==> config.mk <==
export PLATFORM = sky130hd
export DESIGN_NAME = keyed_stack_with_search
export DESIGN_NICKNAME = d
export VERILOG_FILES = /design/src/hw/rtl/kss_pkg.sv /design/src/hw/rtl/keyed_stack_with_search.sv
export SDC_FILE = /design/constraint.sdc
export NUM_CORES = 1
export LEC_CHECK = 0
export BUFFER_PORTS_ARGS = -buffer_cell sky130_fd_sc_hd__buf_4
export CAP_MARGIN = 20
export CORE_ASPECT_RATIO = 1.4
export CORE_MARGIN = 1
export CORE_UTILIZATION = 49
export CTS_CLUSTER_SIZE = 10
export DETAILED_ROUTE_END_ITERATION = 10
export GPL_TIMING_DRIVEN = 0
export PLACE_DENSITY = 0.64
export SYNTH_ARGS = -nofsm -noshare
export SYNTH_HDL_FRONTEND = slang
export SYNTH_SLANG_ARGS = --single-unit
==> constraint.sdc <==
create_clock -name clock -period 8.5 [get_ports clock]
set_input_delay 0.85 -clock clock [delete_from_list [all_inputs] [get_ports clock]]
set_output_delay 0.85 -clock clock [all_outputs]
set_load 0.05 [all_outputs]
==> src/hw/rtl/kss_pkg.sv <==
`timescale 1ns / 1ps

package kss_pkg;

   // Number of key and data pairs the stack holds.
   localparam int DEPTH = 16;

   // Entry count runs from 0 to DEPTH inclusive; the address covers 0 to DEPTH-1.
   localparam int CNT_W  = $clog2(DEPTH + 1);
   localparam int ADDR_W = (DEPTH > 1) ? $clog2(DEPTH) : 1;

   localparam int KEY_W   = 32;
   localparam int VALUE_W = 32;
   localparam int KIND_W  = 2;
   localparam int COUNT_W = 5;
   localparam int STAT_W  = 2;

   // Request kinds.
   localparam logic [KIND_W-1:0] KIND_PUSH = 2'd0;
   localparam logic [KIND_W-1:0] KIND_POP  = 2'd1;
   localparam logic [KIND_W-1:0] KIND_FIND = 2'd2;

   // Response status codes.
   localparam logic [STAT_W-1:0] ST_OK        = 2'd0;
   localparam logic [STAT_W-1:0] ST_POP_EMPTY = 2'd1;
   localparam logic [STAT_W-1:0] ST_PUSH_FULL = 2'd2;

   typedef enum logic [1:0] {
      ST_IDLE,
      ST_SCAN,
      ST_DONE
   } state_type;

endpackage

==> src/hw/rtl/keyed_stack_with_search.sv <==
`timescale 1ns / 1ps

// Keyed stack with search. A bounded last-in-first-out store of up to
// kss_pkg::DEPTH key and data pairs held in one synchronous memory with a top
// count. A push request writes the pair on top, a pop request drops the top
// entry, and a find request walks the stored entries from the newest to the
// oldest and returns the data of the first one whose key matches. Every
// request yields exactly one response that carries the entry count after the
// operation and an empty flag. A pop on an empty store reports status 1 and a
// push on a full store is dropped with status 2; request kind 3 does nothing.
// Push, pop and the unused kind pass from acceptance through the done state
// into the output register. A find issues one memory read per cycle and
// compares each read word while the next read is issued, stopping at the
// first match from the top or after all stored entries; the single read
// port of the memory sets this pace. One request is worked on at a
// time; a new request is taken once the previous response has been moved into
// the output register, even while that response still waits to be taken.

module keyed_stack_with_search (
   input  logic                                  clock,
   input  logic                                  reset,

   input  logic                                  req_valid,
   output logic                                  req_ready,
   input  logic [kss_pkg::KIND_W-1:0]            req_kind,
   input  logic signed [kss_pkg::KEY_W-1:0]      req_entry_key,
   input  logic signed [kss_pkg::VALUE_W-1:0]    req_entry_value,

   output logic                                  rsp_valid,
   input  logic                                  rsp_ready,
   output logic                                  rsp_hit,
   output logic signed [kss_pkg::VALUE_W-1:0]    rsp_found_value,
   output logic [kss_pkg::COUNT_W-1:0]           rsp_entry_count,
   output logic                                  rsp_is_empty,
   output logic [kss_pkg::STAT_W-1:0]            rsp_status
);

   localparam int CNT_W   = kss_pkg::CNT_W;
   localparam int ADDR_W  = kss_pkg::ADDR_W;
   localparam int KEY_W   = kss_pkg::KEY_W;
   localparam int VALUE_W = kss_pkg::VALUE_W;
   localparam int ENTRY_W = KEY_W + VALUE_W;

   // Each memory word holds the key in the upper half and the data below it.
   logic [ENTRY_W-1:0] mem [kss_pkg::DEPTH];

   kss_pkg::state_type state_ff, state_in;

   logic [CNT_W-1:0]          count_ff, count_in;
   logic [KEY_W-1:0]          key_ff, key_in;
   logic [ADDR_W-1:0]         addr_ff, addr_in;
   logic [CNT_W-1:0]          remain_ff, remain_in;
   logic                      rd_valid_ff, rd_valid_in;
   logic                      res_hit_ff, res_hit_in;
   logic [VALUE_W-1:0]        res_found_ff, res_found_in;
   logic [kss_pkg::STAT_W-1:0] res_status_ff, res_status_in;

   logic                       rsp_valid_ff, rsp_valid_in;
   logic                       rsp_hit_ff, rsp_hit_in;
   logic [VALUE_W-1:0]         rsp_found_ff, rsp_found_in;
   logic [kss_pkg::COUNT_W-1:0] rsp_count_ff, rsp_count_in;
   logic                       rsp_empty_ff, rsp_empty_in;
   logic [kss_pkg::STAT_W-1:0] rsp_status_ff, rsp_status_in;

   logic                 mem_we;
   logic [ADDR_W-1:0]    mem_waddr;
   logic [ENTRY_W-1:0]   mem_wdata;
   logic                 mem_re;
   logic [ADDR_W-1:0]    mem_raddr;
   logic [ENTRY_W-1:0]   mem_rdata_ff;

   logic                     req_fire;
   logic                     out_free;
   logic                     is_full;
   logic                     is_zero;
   logic [CNT_W-1:0]         count_m1;
   logic [CNT_W+kss_pkg::COUNT_W-1:0] count_ext;
   logic                     key_match;

   assign req_fire  = req_valid && req_ready;
   assign out_free  = !rsp_valid_ff || rsp_ready;
   assign is_full   = (count_ff >= CNT_W'(kss_pkg::DEPTH));
   assign is_zero   = (count_ff == '0);
   assign count_m1  = count_ff - CNT_W'(1);
   // The reported count is the stored count masked to the response width.
   assign count_ext = {{kss_pkg::COUNT_W{1'b0}}, count_ff};
   assign key_match = (mem_rdata_ff[ENTRY_W-1:VALUE_W] == key_ff);

   // Single write port and single registered read port.
   always_ff @(posedge clock) begin
      if (mem_we) begin
         mem[mem_waddr] <= mem_wdata;
      end
      if (mem_re) begin
         mem_rdata_ff <= mem[mem_raddr];
      end
   end

   always_ff @(posedge clock) begin
      if (reset) begin
         state_ff     <= kss_pkg::ST_IDLE;
         count_ff     <= '0;
         rd_valid_ff  <= 1'b0;
         rsp_valid_ff <= 1'b0;
      end else begin
         state_ff     <= state_in;
         count_ff     <= count_in;
         rd_valid_ff  <= rd_valid_in;
         rsp_valid_ff <= rsp_valid_in;
      end
   end

   always_ff @(posedge clock) begin
      key_ff        <= key_in;
      addr_ff       <= addr_in;
      remain_ff     <= remain_in;
      res_hit_ff    <= res_hit_in;
      res_found_ff  <= res_found_in;
      res_status_ff <= res_status_in;
      rsp_hit_ff    <= rsp_hit_in;
      rsp_found_ff  <= rsp_found_in;
      rsp_count_ff  <= rsp_count_in;
      rsp_empty_ff  <= rsp_empty_in;
      rsp_status_ff <= rsp_status_in;
   end

   always_comb begin
      state_in      = state_ff;
      count_in      = count_ff;
      key_in        = key_ff;
      addr_in       = addr_ff;
      remain_in     = remain_ff;
      rd_valid_in   = 1'b0;
      res_hit_in    = res_hit_ff;
      res_found_in  = res_found_ff;
      res_status_in = res_status_ff;

      rsp_valid_in  = rsp_valid_ff && !rsp_ready;
      rsp_hit_in    = rsp_hit_ff;
      rsp_found_in  = rsp_found_ff;
      rsp_count_in  = rsp_count_ff;
      rsp_empty_in  = rsp_empty_ff;
      rsp_status_in = rsp_status_ff;

      req_ready     = 1'b0;
      mem_we        = 1'b0;
      mem_waddr     = count_ff[ADDR_W-1:0];
      mem_wdata     = {req_entry_key, req_entry_value};
      mem_re        = 1'b0;
      mem_raddr     = addr_ff;

      unique case (state_ff)
         kss_pkg::ST_IDLE: begin
            req_ready = 1'b1;
            if (req_fire) begin
               key_in        = req_entry_key;
               res_hit_in    = 1'b0;
               res_found_in  = '0;
               res_status_in = kss_pkg::ST_OK;
               state_in      = kss_pkg::ST_DONE;
               unique case (req_kind)
                  kss_pkg::KIND_PUSH: begin
                     if (is_full) begin
                        res_status_in = kss_pkg::ST_PUSH_FULL;
                     end else begin
                        mem_we   = 1'b1;
                        count_in = count_ff + CNT_W'(1);
                     end
                  end
                  kss_pkg::KIND_POP: begin
                     if (is_zero) begin
                        res_status_in = kss_pkg::ST_POP_EMPTY;
                     end else begin
                        count_in = count_m1;
                     end
                  end
                  kss_pkg::KIND_FIND: begin
                     // An empty store misses at once; otherwise scan from the top.
                     if (!is_zero) begin
                        addr_in   = count_m1[ADDR_W-1:0];
                        remain_in = count_ff;
                        state_in  = kss_pkg::ST_SCAN;
                     end
                  end
                  default: begin
                  end
               endcase
            end
         end

         kss_pkg::ST_SCAN: begin
            // Reads are issued one per cycle while the previous read is compared.
            if (rd_valid_ff && key_match) begin
               res_hit_in   = 1'b1;
               res_found_in = mem_rdata_ff[VALUE_W-1:0];
               state_in     = kss_pkg::ST_DONE;
            end else if (remain_ff == '0) begin
               if (rd_valid_ff) begin
                  state_in = kss_pkg::ST_DONE;
               end
            end else begin
               mem_re      = 1'b1;
               rd_valid_in = 1'b1;
               addr_in     = addr_ff - ADDR_W'(1);
               remain_in   = remain_ff - CNT_W'(1);
            end
         end

         kss_pkg::ST_DONE: begin
            if (out_free) begin
               rsp_valid_in  = 1'b1;
               rsp_hit_in    = res_hit_ff;
               rsp_found_in  = res_found_ff;
               rsp_count_in  = count_ext[kss_pkg::COUNT_W-1:0];
               rsp_empty_in  = is_zero;
               rsp_status_in = res_status_ff;
               state_in      = kss_pkg::ST_IDLE;
            end
         end

         default: begin
            state_in = kss_pkg::ST_IDLE;
         end
      endcase
   end

   assign rsp_valid       = rsp_valid_ff;
   assign rsp_hit         = rsp_hit_ff;
   assign rsp_found_value = rsp_found_ff;
   assign rsp_entry_count = rsp_count_ff;
   assign rsp_is_empty    = rsp_empty_ff;
   assign rsp_status      = rsp_status_ff;

endmodule
## After elaboration in Yosys (flattened, before gate mapping)

Memory sizes are Yosys's and may differ from the RTL's. A register that Yosys moved wholly into a read port is not among the register bits.
Cells that the tools add are included.

| word-level totals | value |
|---|---|
| output and inout bits | 43 |
| memories kept | 1 |
| latch bits | 0 |
| word-level logic and storage cells | 99 |
| bits in read-only memories | 0 |
| RAM bits | 1024 |
| bits in registers | 126 |

| operators by class | value |
|---|---|
| multiply operators | 0 |
| div/mod/pow operators | 0 |
| equal/unequal tests | 16 |
| add/subtract/negate cells | 4 |
| mux-type cells | 44 |
| reductions and logical operators | 18 |
| bitwise gates (word level) | 0 |
| order comparisons | 1 |
| shift-type cells | 0 |

Memory list:

| name | words | width | rd ports | clocked after Yosys merged registers in | write ports | line | source |
|---|---|---|---|---|---|---|---|
| mem | 16 | 64 | 1 | 1 | 1 | keyed_stack_with_search.sv:45 | `logic [ENTRY_W-1:0] mem [kss_pkg::DEPTH];` |

Operator list:

| kind | number |
|---|---|
| $mux W32 | 2 |
| $pmux W32 S2 | 1 |
| $mux W5 | 7 |
| $eq A32 B32 Y1 | 1 |
| $mux W4 | 5 |
| $pmux W5 S2 | 2 |
| $mux W2 | 8 |
| $ne A2 B2 Y1 const B | 8 |
| $mux W1 | 15 |
| $logic_not A5 Y1 | 2 |
| $sub A5 B1 Y5 const B | 2 |
| $pmux W4 S2 | 1 |
| $ne A3 B3 Y1 const B | 2 |
| $pmux W2 S3 | 1 |
| $reduce_and A6 Y1 | 1 |
| $add A5 B1 Y5 const B | 1 |
| $ge A5 B5 Y1 const B | 1 |
| $reduce_and A5 Y1 | 1 |
| $eq A2 B1 Y1 const B | 2 |
| $eq A2 B2 Y1 const B | 2 |
| $logic_not A2 Y1 | 2 |
| $pmux W2 S2 | 1 |
| $reduce_and A2 Y1 | 2 |
| $reduce_and A4 Y1 | 1 |
| 8 further kinds | 12 |

## Depth between registers and ports, before layout

Gate-level depths: netlist of the first run.

| depth | value |
|---|---|
| depth after elaboration | 7 |
| depth in mapped cells | 9 |
| mapped depth without buffers | 8 |

## Worst setup path before layout of the first run

Ideal clock, no wire load.

| timing | value |
|---|---|
| path kind | in2reg |
| start point | input req_valid |
| end point | memory mem[3][0] (netlist bit) (enable) |
| data arrival time | 6139 ps |
| setup slack | 1797 ps |
| stages on the path | 4 |
| cells stage by stage | or3b_4 > nor4_1 > nand2_1 > nor3_1 |

| on the way | value |
|---|---|
| word-level cells in the longest chain between the ends | 5 |

RTL lines:

| what | line | source |
|---|---|---|
| start: declaration | keyed_stack_with_search.sv:23 | `input logic req_valid,` |
| $logic_and A1 B1 Y1 | keyed_stack_with_search.sv:80 | `assign req_fire = req_valid && req_ready;` |
| $mux W1 | keyed_stack_with_search.sv:155 | `if (req_fire) begin` |
| $mux W1 | keyed_stack_with_search.sv:152 | `unique case (state_ff)` |
| $mux W1 | keyed_stack_with_search.sv:91 | `if (mem_we) begin` |
| $mux W1 (not written as such) | keyed_stack_with_search.sv:92 | `mem[mem_waddr] <= mem_wdata;` |
| end: declaration | keyed_stack_with_search.sv:45 |  |

Every way passes these cells.

## Worst setup path after layout of the first run

| timing | value |
|---|---|
| start point | register state_ff[0] |
| end point | memory mem[1][13] (netlist bit) (enable) |

| on the way | value |
|---|---|
| word-level cells in the longest chain between the ends | 7 |

RTL lines:

| what | line | source |
|---|---|---|
| start: declaration | keyed_stack_with_search.sv:47 | `kss_pkg::state_type state_ff, state_in;` |
| start signal: assignment | keyed_stack_with_search.sv:101 | `state_ff <= kss_pkg::ST_IDLE;` |
| start signal: assignment | keyed_stack_with_search.sv:106 | `state_ff <= state_in;` |
| $logic_not A2 Y1 (*) | keyed_stack_with_search.sv:152 |  |
| $mux W1 | keyed_stack_with_search.sv:152 |  |
| $logic_and A1 B1 Y1 | keyed_stack_with_search.sv:80 |  |
| $mux W1 | keyed_stack_with_search.sv:155 |  |
| $mux W1 (*) | keyed_stack_with_search.sv:152 |  |
| $mux W1 (*) | keyed_stack_with_search.sv:91 |  |
| $mux W1 (not written as such) (*) | keyed_stack_with_search.sv:92 |  |

Every way passes the cells marked *; elsewhere a longest branch is shown, timed or not.

==> results by group, run 1 <==
Place
  • # placed instances: 3698
  • I/O Buffers: 111
  • GP Congestion: 0.7914
  • Pre-CTS setup slack: 4.477 ns
  • DP HPWL: 71850 um

Floorplanning
  • Die Wd: 260.9 um
  • Core area: 0.09265 sq mm
  • Die area: 0.09507 sq mm
  • Row count: 132
  • Die Y: 364.4 um
  • Initial core utilization: 49.62%
  • Number of I/O pins: 113

Synthesis
  • Post-synthesis register bit count: 1214
  • Mapped Area: 0.04597 sq mm
  • Synthesized netlist cell count: 2306
  • Syn nets: 2384
  • Synth Area in XOR/XNOR: 0.8192%
  • Asr flop ratio synth: 0%
  • Cell variety after synth: 41
  • Compound-Gate Fraction of Synth Area: 4.681%
  • YS warnings: 0
  • Post-synthesis mux area share: 12.08%
  • Post-synthesis adder-cell area fraction: 0.2177%
  • Largest family of logic cells by synthesized area: multiplexers
  • Synth Area per Inst: 19.94 sq um
  • Fraction of the mapped netlist area in simple logic gates: 1.927%
  • Number of enable flip-flop cells after synthesis: 1205
  • Most used DFF post-synth: edfxtp_1
  • Sequential fraction of the synthesis area: 79.10%

Min path
  • Hold EP: mem[7][25]
  • Hold wc startpoint: req_entry_value[25]
  • Hold WC Path Type: in2reg
  • WHS Path Cells: 1

CTS
  • CTS buffer count: 140
  • Post-CTS sizing: 0
  • Post CTS Setup Buffer Count: 0
  • CTS tree: built
  • H-tree depth: 4
  • Clk sink count: 1214
  • Clock latency on the worst-skew pair: 0.75 ns
  • Clock Path Buffers: 3
  • Cts hold-fix bufs: 0
  • Clock root cell: clkbuf_16
  • Clock slew seen by the registers of the worst setup and hold paths: 0.05 ns

Setup path
  • Crit path max fanout: 10
  • Worst reg2reg startpoint: state_ff[0]
  • RR Endpoint: mem[1][13]
  • Worst EP required: 8.94 ns
  • Top cell by count, worst path: buf_6
  • Critical Path AT: 4.01 ns
  • Crit path kind: reg2reg
  • R2R depth: 10
  • Startpoint class of the critical path: flip-flop
  • Crit path cell chain: buf_6 > or3b_4 > nor4_1 > nand2_1 > nor3_2 > buf_6 > buf_8 > buf_6 > buf_6 > buf_8
  • Slowest cell on crit path: nor4_1
  • R2R Setup Slk: 4.93 ns
  • Slowest cell delay on critical path: 0.64 ns
  • Critical path endpoint category: flip-flop

Global route
  • Pin count of the biggest net entering global routing: 44
  • GRT Total Usage: 23.72%
  • Number of global-route vias before repair: 24270
  • Initial antenna violation count: 8
  • First-pass GRT wire length: 160100 um
  • Total gr overflow: 0

Status
  • Status: finished with violations
  • Violated checks: design-rule violations

Power and ir drop
  • Comb power frac: 8.3%
  • Clock power frac: 39.8%
  • Net Sw Power: 0.002932 W
  • Internal power: 0.01016 W
  • Leak: 17.83 nW
  • Register share of total power: 51.9%
  • P per Cell Area: 244.1 mW/mm^2
  • Switch share: 22.40%
  • Largest vdd supply drop: 0.1928 mV

Detailed routing
  • Iteration-0 DRC Markers: 2399
  • DRC errors left: 14
  • Via/cell ratio: 6.026
  • DR vias: 23370
  • Routed wire length: 110100 um
  • Antenna viol nets, final: 0
  • DR pass1 iterations: 10
  • Wirelength per Cell: 28.40 um

STA
  • Final Max Slew Viols: 0
  • Setup Viol. Count Final: 0
  • RSZ-0062 raised after global routing: false
  • Fmax: 0.2800 GHz
  • Relative slew slack: 19.20%
  • Tightest Pin Transition: 1.212 ns
  • Fin Clk Skew: 0.03734 ns
  • Final WS setup: 4.929 ns
  • Final critical-path share of the clock period: 42.01%
  • Hold Vio Cnt, Final: 0
  • Min Clock Period, post-route: 3.571 ns

Finish
  • Final cell count without fillers: 3878
  • Final net count: 2712
  • Final core utilization: 57.88%
  • Most common cell after layout, fill and taps aside: edfxtp_1
  • Area growth from synthesis to layout: 16.65%
  • Most frequent cells in the layout: edfxtp_1, mux2i_1, clkbuf_16, mux4_2, o21ai_0
  • Ratio of cells with drive above 1 in the final layout: 22.36%

Job
  • MaxCap Viol Count: 0
metrics by stage:
step	setup TNS [ns]	area, sq um	hold slack [ns]	power [W]
2_1_floorplan	0	45970	0.4003	0.007544
3_3_place_gp	-1019.89	48320	0.4026	0.007967
3_5_place_dp	0	49810	0.4057	0.008004
4_1_cts	0	53610	0.3522	0.01318
5_1_grt	0	53620	0.3685	0.01347
6_report	0	53630	0.4022	0.01309
layer usage:
metal | up-vias | global-route usage (%) | part of all wire [%]
met5 | - | 0 | 0.046
met3 | 194 | 4.751 | 6.9
li1 | 10000 | - | -
met4 | 8 | 7.820 | 2.7
met1 | 12200 | 30.88 | 39
met2 | 959 | 39.92 | 51
registers in the layout (all words and copies together), names as in the netlist:
name,count
mem,1024
mem_rdata_ff,64
key_ff,32
res_found_ff,32
rsp_found_value,32
count_ff,5
remain_ff,5
rsp_entry_count,5
addr_ff,4
res_status_ff,2
rsp_status,2
state_ff,2
rd_valid_ff,1
res_hit_ff,1
rsp_hit,1
rsp_is_empty,1
rsp_valid,1
critical path, delay by kind of cell (launching register included):
| family | cells | cell delay (ns) |
|---|---|---|
| buffers and inverters | 6 | 1.09 |
| AND/OR/NAND/NOR | 4 | 1.84 |
| flip-flops | 1 | 0.32 |
cell families (layout without fill, tap and decap cells):
| kind of cell | count (synthesis) | after routing |
|---|---|---|
| buf+inv | 126 | 486 |
| mux | 387 | 387 |
| xor+xnor | 43 | 43 |
| compound gates | 344 | 344 |
| simple gates | 184 | 184 |
| fa+ha+maj | 8 | 8 |
| other cells | 0 | 6 |
| flops | 1214 | 1214 |
worst max-delay path by stage:
stage | endpoint | slack [ns] | cells after the start | from
CTS | mem[12][59] | 4.99 | 7 | state_ff[0]
detailed placement | mem[12][59] | 4.48 | 7 | req_valid
global route | mem[1][13] | 4.87 | 10 | state_ff[0]
global placement | mem[1][59] | -3.53 | 5 | req_valid
finish | mem[1][13] | 4.93 | 10 | state_ff[0]
floorplan | mem[3][0] | 1.80 | 4 | req_valid
power groups by stage:
| stage | registers (W) | clock network [W] | logic, W |
|---|---|---|---|
| final | 0.00679 | 0.00522 | 0.00108 |
| after global routing | 0.00680 | 0.00551 | 0.00116 |
| after CTS | 0.00679 | 0.00529 | 0.00110 |
| after detailed placement | 0.00691 | 0 | 0.00109 |
| after global placement | 0.00693 | 0 | 0.00104 |
| after floorplan | 0.00697 | 0 | 0.000577 |
cell usage after synthesis (6+ instances only):
cell type,instances,area (sq um)
a21oi_1,68,340.3
a221oi_1,64,560.5
a22oi_1,65,488.0
and2_1,33,206.5
buf_2,35,175.2
clkbuf_1,76,285.3
dfxtp_1,9,180.2
edfxtp_1,1205,36180
ha_1,8,100.1
inv_1,10,37.54
mux2_2,64,720.7
mux2i_1,195,1952
mux4_2,128,2883
nand2_1,16,60.06
nand2b_1,6,37.54
nor2_1,90,337.8
nor3_1,10,50.05
nor4_1,9,56.30
o21ai_0,126,630.6
o21ai_1,13,65.06
xnor2_1,10,87.58
xor2_1,33,289.0
final cells by class:
class,instances,area [sq um]
buffer,116,501.7
multi-input combinational,966,9201
timing repair buffer,186,2192
clock buffer,163,3717
inverter,10,37.54
clock inverter,11,88.84
tap,1206,1509
sequential,1214,36360
fill,6645,39030
antenna,6,15.01
Note: power is estimated with default switching activity, not from simulation.
==> run 2, diff against run 1 <==
--- a/config.mk
+++ b/config.mk
@@ -13,7 +13,7 @@
 export CTS_CLUSTER_SIZE = 10
 export DETAILED_ROUTE_END_ITERATION = 10
 export GPL_TIMING_DRIVEN = 0
-export PLACE_DENSITY = 0.64
+export PLACE_DENSITY = 0.66
 export SYNTH_ARGS = -nofsm -noshare
 export SYNTH_HDL_FRONTEND = slang
 export SYNTH_SLANG_ARGS = --single-unit
==> constraint.sdc (replaced) <==
create_clock -name clock -period 3.2 [get_ports clock]
set_input_delay 0.32 -clock clock [delete_from_list [all_inputs] [get_ports clock]]
set_output_delay 0.32 -clock clock [all_outputs]
set_load 0.05 [all_outputs]
==> results by group, run 2 (same netlist as run 1, synthesis figures left out) <==
Status
  • Status: finished with violations
  • Violated checks: design-rule violations

Floorplanning
  • Row count: 132 (unchanged)
  • Die Y: 364.4 um (unchanged)
  • Die area: 0.09507 sq mm (unchanged)
  • Die Wd: 260.9 um (unchanged)
  • Initial core utilization: 49.62% (unchanged)
  • Core area: 0.09265 sq mm (unchanged)
  • Number of I/O pins: 113 (unchanged)

STA
  • Tightest Pin Transition: 1.039 ns (-0.1733 ns)
  • Final critical-path share of the clock period: 98.54% (+57 points)
  • RSZ-0062 raised after global routing: true
  • Relative slew slack: 30.68% (+11 points)
  • Fmax: 0.3171 GHz (+13%)
  • Setup Viol. Count Final: 0 (unchanged)
  • Hold Vio Cnt, Final: 0 (unchanged)
  • Min Clock Period, post-route: 3.153 ns (-0.4180 ns)
  • Final Max Slew Viols: 0 (unchanged)
  • Fin Clk Skew: 0.02038 ns (-0.01696 ns)

CTS
  • H-tree depth: 4 (unchanged)
  • Clock Path Buffers: 3 (unchanged)
  • Clock root cell: clkbuf_16
  • CTS buffer count: 139 (-0.71%)
  • Clock slew seen by the registers of the worst setup and hold paths: 0.05 ns (about the same)
  • CTS tree: built
  • Clock latency on the worst-skew pair: 0.75 ns (about the same)
  • Clk sink count: 1214 (unchanged)

Setup path
  • Crit path cell chain: xor2_1 > nor4_1 > nand3_1 > or3_2 > and2_4 > buf_16
  • Slowest cell on crit path: or3_2
  • Crit path kind: reg2reg
  • Startpoint class of the critical path: flip-flop
  • Worst EP required: 3.65 ns (-5.29 ns)
  • Crit path max fanout: 43 (+33)
  • Critical Path AT: 3.60 ns (-0.41 ns)
  • R2R Setup Slk: 0.05 ns (-4.88 ns)
  • Critical path endpoint category: flip-flop
  • Slowest cell delay on critical path: 0.69 ns (+0.05 ns)

Detailed routing
  • DRC errors left: 16 (+2)
  • Iteration-0 DRC Markers: 2688 (+12%)
  • Antenna viol nets, final: 0 (unchanged)
  • DR vias: 24000 (+2.7%)
  • Routed wire length: 114300 um (+3.8%)
  • DR pass1 iterations: 8 (-2)
  • Via/cell ratio: 6.093 (+1.1%)
  • Wirelength per Cell: 29.02 um (+2.2%)

Finish
  • Largest Register: mem
  • Most common cell after layout, fill and taps aside: edfxtp_1
  • Final core utilization: 58.81% (+0.93 points)
  • Final net count: 2778 (+2.4%)
  • Largest regs: mem: 1024 flops, mem_rdata_ff: 64 flops
  • Most frequent cells in the layout: edfxtp_1, mux2i_1, clkbuf_16, mux4_2, o21ai_0
  • Final cell count without fillers: 3938 (+1.5%)
  • Area growth from synthesis to layout: 18.52%
  • Final Instance Area: 0.05449 sq mm (+1.6%)
  • Max reg flops: 1024 (unchanged)
  • Ratio of cells with drive above 1 in the final layout: 22.02% (-0.33 points)

Power and ir drop
  • Leak: 18.14 nW (+1.8%)
  • Pwr Total: 0.03482 W (+170%)
  • P per Cell Area: 639.0 mW/mm^2 (+160%)
  • Largest vdd supply drop: 0.4864 mV (+150%)

Global route
  • Total gr overflow: 0 (unchanged)
  • Number of global-route vias before repair: 24940 (+2.7%)
  • Pin count of the biggest net entering global routing: 44 (unchanged)
  • First-pass GRT wire length: 165900 um (+3.6%)
  • Initial antenna violation count: 5 (-3)
  • GRT Total Usage: 24.58% (+0.85 points)

Place
  • GP Congestion: 0.7770 (-1.8%)
  • # placed instances: 3686 (-0.32%)
  • Placed inst area: 0.04992 sq mm (+0.23%)
  • I/O Buffers: 111 (unchanged)
  • DP HPWL: 73120 um (+1.8%)

Min path
  • Hold WC Path Type: in2reg

Job
  • MaxCap Viol Count: 0 (unchanged)
-- run 2: final timing paths --
path / start / to / cells after the start
worst max-delay path: key_ff[7] / mem_rdata_ff[51] / 6
worst min-delay path: req_valid / state_ff[1] / 5
worst min register to register: res_found_ff[1] / rsp_found_value[1] / 0
worst max register to register: key_ff[7] / mem_rdata_ff[51] / 6
-- run 2: layer usage --
layer | wire length, um | global-route usage (%)
met3 | 8433 | 5.396
met2 | 57960 | 41.32
met4 | 4147 | 9.506
met1 | 43720 | 31.10
met5 | 30 | 0
-- run 2: layout make-up --
| cell class | instances | area, sq um |
|---|---|---|
| sequential | 1214 | 36360 |
| clock inverter | 15 | 190.2 |
| tap | 1206 | 1509 |
| buffer | 115 | 501.7 |
| multi-input combinational | 967 | 9264 |
| timing repair buffer | 253 | 3053 |
| antenna | 3 | 7.507 |
| inverter | 10 | 37.54 |
| fill | 6548 | 38170 |
| clock buffer | 155 | 3560 |
-- run 2: critical path, delay by kind of cell, from the launching register on --
family	cells	cell delay, ns
xor gates and xnor gates	1	0.20
and+or+nand+nor	4	1.93
buffers and inverters	1	0.30
DFF	1	0.37
-- run 2: power by group --
part           internal (W)  switching (W)
Combinational       0.00104        0.00198
Sequential           0.0179       0.000110
Clock               0.00783        0.00592
-- run 2: timing repair --
| action | 4_1_cts | 5_1_grt |
|---|---|---|
| pin swaps | 4 | 1 |
| setup buffers | 5 | 5 |
| cloned | 1 | 0 |
| endpoints found under the hold margin | 1063 | 0 |
| endpoints found under the setup margin | 98 | 47 |
| gates resized for setup | 4 | 3 |
| hold buffers | 69 | 0 |
-- run 2: per-stage QoR --
stage          TNS [ns]  setup WS, ns  hold WS [ns]
2_1_floorplan    -99.72       -0.1672        0.4003
3_3_place_gp   -2215.53        -2.645        0.4030
3_5_place_dp     -3.182       -0.1967        0.4057
4_1_cts               0       0.01575       0.05407
5_1_grt         -0.2823      -0.06333        0.1424
6_report              0       0.04685        0.1191
